--- src/rtl/mhpq_ram.sv ---
`default_nettype none
// ----------------------------------------------------------------------------
// mhpq_ram
// Generic single-write, single-read RAM with registered read data.
// ----------------------------------------------------------------------------
module mhpq_ram #(
    parameter int WIDTH = 8,
    parameter int DEPTH = 16
) (
    input  wire logic                     clk,
    input  wire logic                     we,
    input  wire logic [$clog2(DEPTH)-1:0] waddr,
    input  wire logic [WIDTH-1:0]         wdata,
    input  wire logic [$clog2(DEPTH)-1:0] raddr,
    output logic      [WIDTH-1:0]         rdata
);
    logic [WIDTH-1:0] mem [DEPTH];

    always_ff @(posedge clk)
    begin
        if (we)
        begin
            mem[waddr] <= wdata;
        end
        rdata <= mem[raddr];
    end
endmodule
`default_nettype wire

--- config.mk ---
export PLATFORM = sky130hd
export DESIGN_NAME = mhpq_ram
export DESIGN_NICKNAME = d
export VERILOG_FILES = /design/src/rtl/mhpq_ram.sv
export SDC_FILE = /design/constraint.sdc
export NUM_CORES = 1
export LEC_CHECK = 0
export BUFFER_PORTS_ARGS = -buffer_cell sky130_fd_sc_hd__buf_4
export CORE_MARGIN = 1.5
export CORE_UTILIZATION = 65
export CTS_CLUSTER_SIZE = 8
export DETAILED_ROUTE_END_ITERATION = 16
export PLACE_DENSITY_LB_ADDON = 0.05
export SETUP_SLACK_MARGIN = 0.02
export SYNTH_ARGS = -nofsm -noshare
export SYNTH_HDL_FRONTEND = slang
export SYNTH_SLANG_ARGS = --single-unit
--- constraint.sdc ---
create_clock -name clk -period 2.5 [get_ports clk]
set_input_delay 0.25 -clock clk [delete_from_list [all_inputs] [get_ports clk]]
set_output_delay 0.25 -clock clk [all_outputs]
set_load 0.01 [all_outputs]
==> reports/metrics.yaml, run 1 <==
run_status:
  status: "complete, no violations"
global_routing:
  grt_max_degree: 33
  overflow: 0
  antenna_found_initial: 0
  grt_pass1_vias: 2473
  grt_usage: 0.248
  grt_pass1_wl_um: 14400
timing:
  setup_viol: 0
  slew_headroom: 0.487
  worstMarginPinSlew_ns: 0.769
  finalClockSkew_ns: 0.00790
  rsz0062_at_grt: "false"
  fin_crit_sh: 0.564
  fmax_mhz: 709
  layout_min_cycle_time_ns: 1.41
  slew_violations: 0
  hold_viol: 0
  tns_ns: 0
clocking:
  clk_latency_ns: 0.50
  cts_root_buf: "clkbuf_8"
  clockBufferDepth: 2
  clkSinkCount: 136
  cts_setup_buffers: 0
  cts_tree: "built"
  cts_resized: 0
  cts-hold-fix-buffers: 0
  clk_pin_slew_worst_paths_ns: 0.06
  h-tree-depth: 4
  cts_made_buffers: 17
routing:
  routed_via_density: 6.16
  drtAntennaViolNets: 0
  drt_iter0_drc: 231
  drc_errors: 0
  wl_per_cell_um: 24.0
  vias: 2426
  drt-total-wl_um: 9460
  dr.pass1.iters: 4
power:
  sequentialPowerShare: 0.493
  p_per_area_mw_per_mm2: 855
  clockPowerShare: 0.459
  irDropWorstVdd_mv: 0.550
  internal_power_uw: 4180
  leakage_uw: 0.00207
  sw_frac_of_total: 0.197
  switching_power_uw: 1030
  comb_power_share: 0.048
logic_synthesis:
  netlist.area_leader.share: 0.747
  yosys_register_bits: 136
  synthesis.nets: 247
  synth_warnings: 0
  syn_area_mm2: 0.00515
  synthTopCellsByArea: "edfxtp_1 75%, mux4_2 7.9%, mux4_1 7.1%, dfxtp_1 3.1%, a22oi_1 2.3%"
  seq_area_frac_synth: 0.778
  syn_area_per_cell_um2: 22.5
  syn_inst: 229
  ys_types: 19
  synth_area_leader_cell: "edfxtp_1"
placement:
  dpl-instance-area_mm2: 0.00551
  place_hpwl_um: 5750
  portBuffers: 25
  gp_congestion: 0.724
floorplan:
  core_area_mm2: 0.00769
  die_y_um: 92.0
  die-area_mm2: 0.00846
  num_rows: 32
  start_util: 0.670
  die_w_um: 92.0
  pin_count: 26
setup_path:
  worst-path-buf-inv: 0
  regToRegStartpoint: "mem[4][3]"
  reg2reg_depth: 3
  slowest_delay_ns: 0.52
  r2r_slack_ns: 1.09
  crit_family: "multiplexers"
  slowest_stage: "mux4_1"
  cp_cell_sequence: "mux4_1, a22oi_1, nand2_1"
  startpoint_type: "register"
  crit_fanout: 1
  path_class: "register to register"
  crit_arrival_ns: 1.78
  end_kind: "register"
  critical_path_required_ns: 2.87
  reg2reg_to: "rdata[3]"
  crit_start: "mem[4][3]"
  crit_cells: 3
  cp-endpoint: "rdata[3]"
layout:
  diodes: 0
  n_fill_cell: 383
  drive_gt1_frac: 0.305
  fin_util: 0.792
  finalNetCount: 297
  syn2layout_area_growth_pct: 18.3
  stdcell_area_mm2: 0.00609
flow_run:
  maxCapViolCount: 0
min_path:
  hp-class: "primary input to register"
## worst min path at each step
| stage | startpoint | end | slack (ns) | cells after the start |
|---|---|---|---|---|
| final | wdata[0] | mem[10][0] | 0.05 | 1 |
| after global routing | wdata[2] | mem[15][2] | 0.05 | 1 |
| after floorplan | wdata[0] | mem[0][0] | 0.35 | 0 |
| after CTS | wdata[2] | mem[8][2] | 0.03 | 1 |
| after detailed placement | wdata[2] | mem[15][2] | 0.56 | 1 |
| after global placement | wdata[0] | mem[11][0] | 0.56 | 1 |
## routing by layer
layer  track usage  wire length (µm)
met2         0.383              4760
met4         0.100                99
met3        0.0498               687
met5             0                 0
met1         0.357              3900
## power groups by stage
stage | Sequential (µW) | Clock [µW] | Combinational, µW
2_1_floorplan | 2610 | 0 | 129
3_3_place_gp | 2610 | 0 | 247
3_5_place_dp | 2610 | 0 | 252
4_1_cts | 2570 | 2430 | 255
5_1_grt | 2570 | 2520 | 270
6_report | 2570 | 2390 | 250
## per-stage QoR
step                      cells  setup WS [ns]  power, µW  hold slack [ns]
after floorplan             229          0.757       2740            0.349
after global placement      362          0.666       2860            0.558
after detailed placement    362          0.602       2860            0.562
after CTS                   394           1.06       5250           0.0271
after global routing        394           1.04       5360           0.0451
final                       394           1.09       5210           0.0490
## cells in the final DEF, fill, tap and decap left out, types with 2 or more instances in the layout
master / n
clkbuf_1: 3
dfxtp_1: 8
nor2_1: 13
clkinv_2: 2
nor3_1: 4
nand2_1: 9
mux4_2: 18
bufinv_16: 3
mux4_1: 14
a22oi_1: 16
clkbuf_16: 16
nand2b_1: 2
buf_4: 40
clkinv_4: 2
clkinvlp_4: 5
nand3b_1: 2
edfxtp_1: 128
## cell type report
class / count / area [µm²] / share of cell area
tap: 102 / 128 / 0.0210
clock inverter: 12 / 155 / 0.0255
sequential: 136 / 4000 / 0.657
clock buffer: 20 / 425 / 0.0699
timing repair buffer: 41 / 320 / 0.0526
multi-input combinational: 83 / 1060 / 0.174
## sequential cells by signal, indices dropped and copies added (netlist names)
signal	count
mem	128
rdata	8
## worst reg2reg max path, stage by stage (launching register included)
cell,delay [ns]
edfxtp_1,0.36
mux4_1,0.52
a22oi_1,0.26
nand2_1,0.14
## cell families (layout without fill, tap and decap cells)
logic type      after synthesis  count (layout)  share of synthesized area
compound gates               16              16                     0.0233
mux                          32              32                      0.150
buf+inv                      10              73                     0.0168
flops                       136             136                      0.778
simple gates                 35              35                     0.0318
## Yosys cell counts, drive strengths merged
cell           instances
nor2                  13
or3b                   1
nand2                  9
and2b                  1
nand2b                 2
mux4                  32
and2                   1
buf                    7
dfxtp                  8
nor3                   4
a22oi                 16
clkdlybuf4s25          3
nand3b                 2
nand3                  1
edfxtp               128
nor2b                  1
Note: power is estimated with default switching activity, not from simulation.
==> run 2: changes to the inputs <==
ABC_AREA = 1   (was default)
CORE_UTILIZATION = 61   (was 65)
clock period = 1.3 ns   (was 2.5 ns; I/O delays follow)
==> run 2 against run 1 <==
Net effect: register-to-register slack worse by 0.81 ns; wire length up 38%; cell area up 13%; final cell count up 85%; synthesized area up 12%; via count up 62%; critical path type is now register to output pin; largest power group is now the clock network; highest routed layer unchanged.
==> reports/metrics.yaml, run 2 <==
setup_path:
  path_class: "register to output pin"
  crit_cells: 1
  slowest_stage: "dfxtp_1"
  reg2reg_depth: 6
  end_kind: "output pin"
  reg2reg_to: "rdata[7]"
  crit_arrival_ns: 0.99
  critical_path_required_ns: 1.17
  r2r_slack_ns: 0.28
  regToRegStartpoint: "mem[13][7]"
  cp_cell_sequence: "buf_4"
  crit_start: "rdata[2]"
  worst-path-buf-inv: 1
  slowest_delay_ns: 0.34
  crit_family: "flip-flops"
  cp-endpoint: "rdata[2]"
  startpoint_type: "register"
  crit_fanout: 1
power:
  finalPower_uw: 10600
  p_per_area_mw_per_mm2: 1540
  leakage_uw: 0.00301
  irDropWorstVdd_mv: 0.985
clocking:
  clockBufferDepth: 2
  cts_made_buffers: 17
  clk_latency_ns: 0.52
  clk_pin_slew_worst_paths_ns: 0.06
  cts_tree: "built"
  h-tree-depth: 4
  cts_resized: 0
  clkSinkCount: 136
  cts_root_buf: "clkbuf_8"
routing:
  vias: 3919
  drt-total-wl_um: 13000
  drtAntennaViolNets: 0
  routed_via_density: 5.38
  drc_errors: 0
  dr.pass1.iters: 5
  wl_per_cell_um: 17.9
  drt_iter0_drc: 300
logic_synthesis:
  ys_async_sr_fraction: 0
  seq_area_frac_synth: 0.694
  syn_area_per_cell_um2: 10.5
  synth_most_common_cell: "nand2_1"
  synth_common_cells: "173 x nand2_1, 128 x edfxtp_1, 100 x inv_1, 97 x nand3_1, 17 x nor2_1"
  syn_area_mm2: 0.00577
  yosys_register_bits: 136
  synth_flop_cell: "edfxtp_1"
  synth_area_leader_cell: "edfxtp_1"
  netlist.area_leader.share: 0.667
  synthTopCellsByArea: "edfxtp_1 67%, nand2_1 11%, nand3_1 8.4%, inv_1 6.5%, dfxtp_1 2.8%"
  synth_warnings: 0
  synthesis.nets: 569
  syn_inst: 551
  synth_edf_count: 128
  ys_types: 12
global_routing:
  overflow: 0
  grt_usage: 0.283
  antenna_found_initial: 0
  grt_max_degree: 65
  grt_pass1_wl_um: 20200
  grt_pass1_vias: 3831
layout:
  regMostFlops: "mem"
  finalNetCount: 623
  largest_reg_flops: 128
  stdcell_area_mm2: 0.00686
  diodes: 0
  largestRegisters: "mem (128), rdata (8)"
  final_cell_mix: "173 x nand2_1, 128 x edfxtp_1, 100 x inv_1, 97 x nand3_1, 47 x buf_4"
  final_common_cell: "nand2_1"
  syn2layout_area_growth_pct: 19.0
  drive_gt1_frac: 0.133
run_status:
  status: "complete, no violations"
timing:
  slew_violations: 0
  fin_crit_sh: 0.863
  tns_ns: 0
  hold_viol: 0
  slew_headroom: 0.798
  fmax_mhz: 891
  hold-worst-slack_ns: 0.0794
  setup_viol: 0
  layout_min_cycle_time_ns: 1.12
  finalClockSkew_ns: 0.00899
  rsz0062_at_grt: "false"
  worstMarginPinSlew_ns: 0.303
floorplan:
  start_util: 0.627
  num_rows: 35
  die_y_um: 100
  die-area_mm2: 0.0100
  die_w_um: 100
  core_area_mm2: 0.00920
  pin_count: 26
placement:
  dpl-instance-area_mm2: 0.00615
  place_hpwl_um: 7640
  portBuffers: 25
  gp_congestion: 0.799
min_path:
  hp-class: "primary input to register"
flow_run:
  maxCapViolCount: 0
## run 2: routing by layer
metal / global-route usage / share of wire / wire [µm]
met1: 0.376 / 0.40 / 5260
met2: 0.461 / 0.50 / 6480
met3: 0.0606 / 0.075 / 977
met4: 0.108 / 0.023 / 295
met5: 0 / 0 / 0
## run 2: worst min path at each step
stage | startpoint | end | slack [ns] | cells past startpoint
2_1_floorplan | wdata[0] | mem[0][0] | 0.23 | 0
3_3_place_gp | raddr[3] | rdata[1] | 0.45 | 3
3_5_place_dp | raddr[3] | rdata[1] | 0.45 | 3
4_1_cts | raddr[2] | rdata[1] | 0.08 | 4
5_1_grt | raddr[2] | rdata[1] | 0.09 | 4
6_report | raddr[2] | rdata[1] | 0.08 | 4
## run 2: logic make-up (layout without fill, tap and decap cells)
family        count (synthesis)  in the layout  share of synthesized area
buf+inv                     126            193                     0.0952
flops                       136            136                      0.694
simple gates                289            289                      0.210
## run 2: layout make-up
cell class / count / area (µm²)
fill: 621 / 2340
sequential: 136 / 4000
tap: 111 / 139
timing repair buffer: 59 / 503
clock inverter: 13 / 196
inverter: 102 / 383
clock buffer: 19 / 422
multi-input combinational: 289 / 1210
## run 2: power breakdown
| group | total, µW | leakage [µW] | switching (µW) | internal [µW] |
|---|---|---|---|---|
| logic | 681 | 0.00149 | 443 | 238 |
| registers | 4930 | 0.00122 | 31.4 | 4900 |
| clock network | 4960 | 0.000294 | 1810 | 3140 |
| total | 10600 | 0.00301 | 2290 | 8280 |
## run 2: worst min-delay path: stages
cell and delay (ns):
buf_4 0.19, nand3_1 0.13, nand3_1 0.07, nand2_1 0.05
## run 2: stage by stage
stage          cells  worst slack [ns]   util
6_report         729             0.178  0.746
5_1_grt          729             0.141  0.746
4_1_cts          729             0.163  0.746
3_5_place_dp     688            0.0795  0.669
3_3_place_gp     688             0.121  0.669
2_1_floorplan    551             0.219      -
## run 2: timing repair
item                                   4_1_cts  5_1_grt
endpoints found under the hold margin      135        0
setup buffers                                0        0
hold buffers                                 9        0
==> run 3: changes to the inputs <==
RECOVER_POWER = 50   (was default)
==> run 3 against run 2 <==
Net effect: global-route usage did not move; critical path depth rose by 1; worst setup slack got worse by 0.017 ns; first-iteration DRC count fell by 5.3%; cell area fell by 1.1%; critical endpoint is now mem[13][4]; largest cell class unchanged.
==> reports/metrics.yaml, run 3 (same netlist as run 2, synthesis figures left out) <==
global_routing:
  grt_pass1_wl_um: 20200
  overflow: 0
  grt_usage: 0.283
  antenna_found_initial: 0
  grt_pass1_vias: 3831
  grt_max_degree: 65
placement:
  place_hpwl_um: 7640
  portBuffers: 25
  gp_congestion: 0.799
  pre_cts_slack_ns: 0.0795
layout:
  final_cell_mix: "173 x nand2_1, 128 x edfxtp_1, 100 x inv_1, 97 x nand3_1, 26 x buf_4"
  n_fill_cell: 644
  regMostFlops: "mem"
  drive_gt1_frac: 0.0987
  finalNetCount: 623
  largest_reg_flops: 128
  final_common_cell: "nand2_1"
  largestRegisters: "mem (128), rdata (8)"
  syn2layout_area_growth_pct: 17.6
  diodes: 0
routing:
  drt_iter0_drc: 284
  drc_errors: 0
  wl_per_cell_um: 17.8
  routed_via_density: 5.37
  vias: 3915
  dr.pass1.iters: 5
  drtAntennaViolNets: 0
  drt-total-wl_um: 13000
clocking:
  cts_tree: "built"
  cts_root_buf: "clkbuf_8"
  h-tree-depth: 4
  clkSinkCount: 136
  clockBufferDepth: 2
  cts_made_buffers: 17
  clk_latency_ns: 0.52
  clk_pin_slew_worst_paths_ns: 0.06
  cts_setup_buffers: 0
power:
  irDropWorstVdd_mv: 1.03
  sequentialPowerShare: 0.468
  comb_power_share: 0.063
  p_per_area_mw_per_mm2: 1560
  clockPowerShare: 0.470
  sw_frac_of_total: 0.217
  leakage_uw: 0.00293
  internal_power_uw: 8270
  switching_power_uw: 2290
setup_path:
  critical_path_required_ns: 1.49
  crit_arrival_ns: 1.33
  slowest_delay_ns: 0.67
  worst-path-buf-inv: 2
  r2r_slack_ns: 0.28
  slowest_stage: "clkbuf_1"
  crit_family: "buffers and inverters"
  startpoint_type: "primary input"
  cp_cell_sequence: "dlygate4sd3_1, clkbuf_1"
  path_class: "primary input to register"
  crit_fanout: 16
  end_kind: "register"
timing:
  setup_slack_ns: 0.162
  finalClockSkew_ns: 0.00921
  rsz0062_at_grt: "false"
  slew_headroom: 0.406
  hold_viol: 0
  fin_crit_sh: 0.876
  tns_ns: 0
  slew_violations: 0
  layout_min_cycle_time_ns: 1.14
  setup_viol: 0
  fmax_mhz: 879
  worstMarginPinSlew_ns: 0.891
run_status:
  status: "complete, no violations"
floorplan:
  pin_count: 26
  die-area_mm2: 0.0100
  die_y_um: 100
  num_rows: 35
  core_area_mm2: 0.00920
  die_w_um: 100
  start_util: 0.627
flow_run:
  maxCapViolCount: 0
min_path:
  hp-class: "primary input to register"
==> run 3: timing repair <==
item / in CTS / in global routing
hold buffers: 9 / 0
setup endpoints to repair: 0 / 0
endpoints found under the hold margin: 135 / 0
gates resized for setup: 0 / 0
==> run 3: final timing paths <==
check             startpoint          to  cells after the start
setup / recovery    wdata[4]  mem[13][4]                      2
hold reg to reg   mem[10][1]    rdata[1]                      6
hold / removal      raddr[2]    rdata[1]                      4
setup reg to reg  mem[13][7]    rdata[7]                      6
==> run 3: power groups by stage <==
stage	clock [µW]	combinational [µW]	sequential, µW
finish	4960	664	4930
global route	5170	728	4940
CTS	5000	681	4930
detailed placement	0	650	5020
global placement	0	633	5020
floorplan	0	346	5030
==> run 3: tightest hold or removal path: cells and delay by family <==
kind / cells / cell delay, ns
buffers and inverters: 1 / 0.19
and+or+nand+nor: 3 / 0.25
==> run 3: final cells by class <==
cell class / count / area [µm²] / area share
clock buffers: 19 / 422 / 0.0622
inverters: 102 / 383 / 0.0565
repair buffers: 59 / 424 / 0.0625
flip-flops and latches: 136 / 4000 / 0.590
clock inverters: 13 / 196 / 0.0290
multi-input cells: 289 / 1210 / 0.179
well taps: 111 / 139 / 0.0205
==> run 3: stage by stage <==
| stage | hold WS [ns] | std cells | power [µW] | utilization | cell area, µm² |
|---|---|---|---|---|---|
| 2_1_floorplan | 0.229 | 551 | 5380 | - | 5770 |
| 3_3_place_gp | 0.452 | 688 | 5650 | 0.669 | 6150 |
| 3_5_place_dp | 0.453 | 688 | 5670 | 0.669 | 6150 |
| 4_1_cts | 0.0801 | 729 | 10600 | 0.746 | 6860 |
| 5_1_grt | 0.0934 | 729 | 10800 | 0.737 | 6780 |
| 6_report | 0.0816 | 729 | 10600 | 0.737 | 6780 |
==> run 3: layer usage <==
| layer | vias to the layer above | share of wire | global-route usage |
|---|---|---|---|
| met1 | 1826 | 0.40 | 0.376 |
| met2 | 187 | 0.50 | 0.461 |
| met4 | 0 | 0.022 | 0.108 |
| li1 | 1878 | - | - |
| met5 | - | 0 | 0 |
| met3 | 24 | 0.077 | 0.0606 |
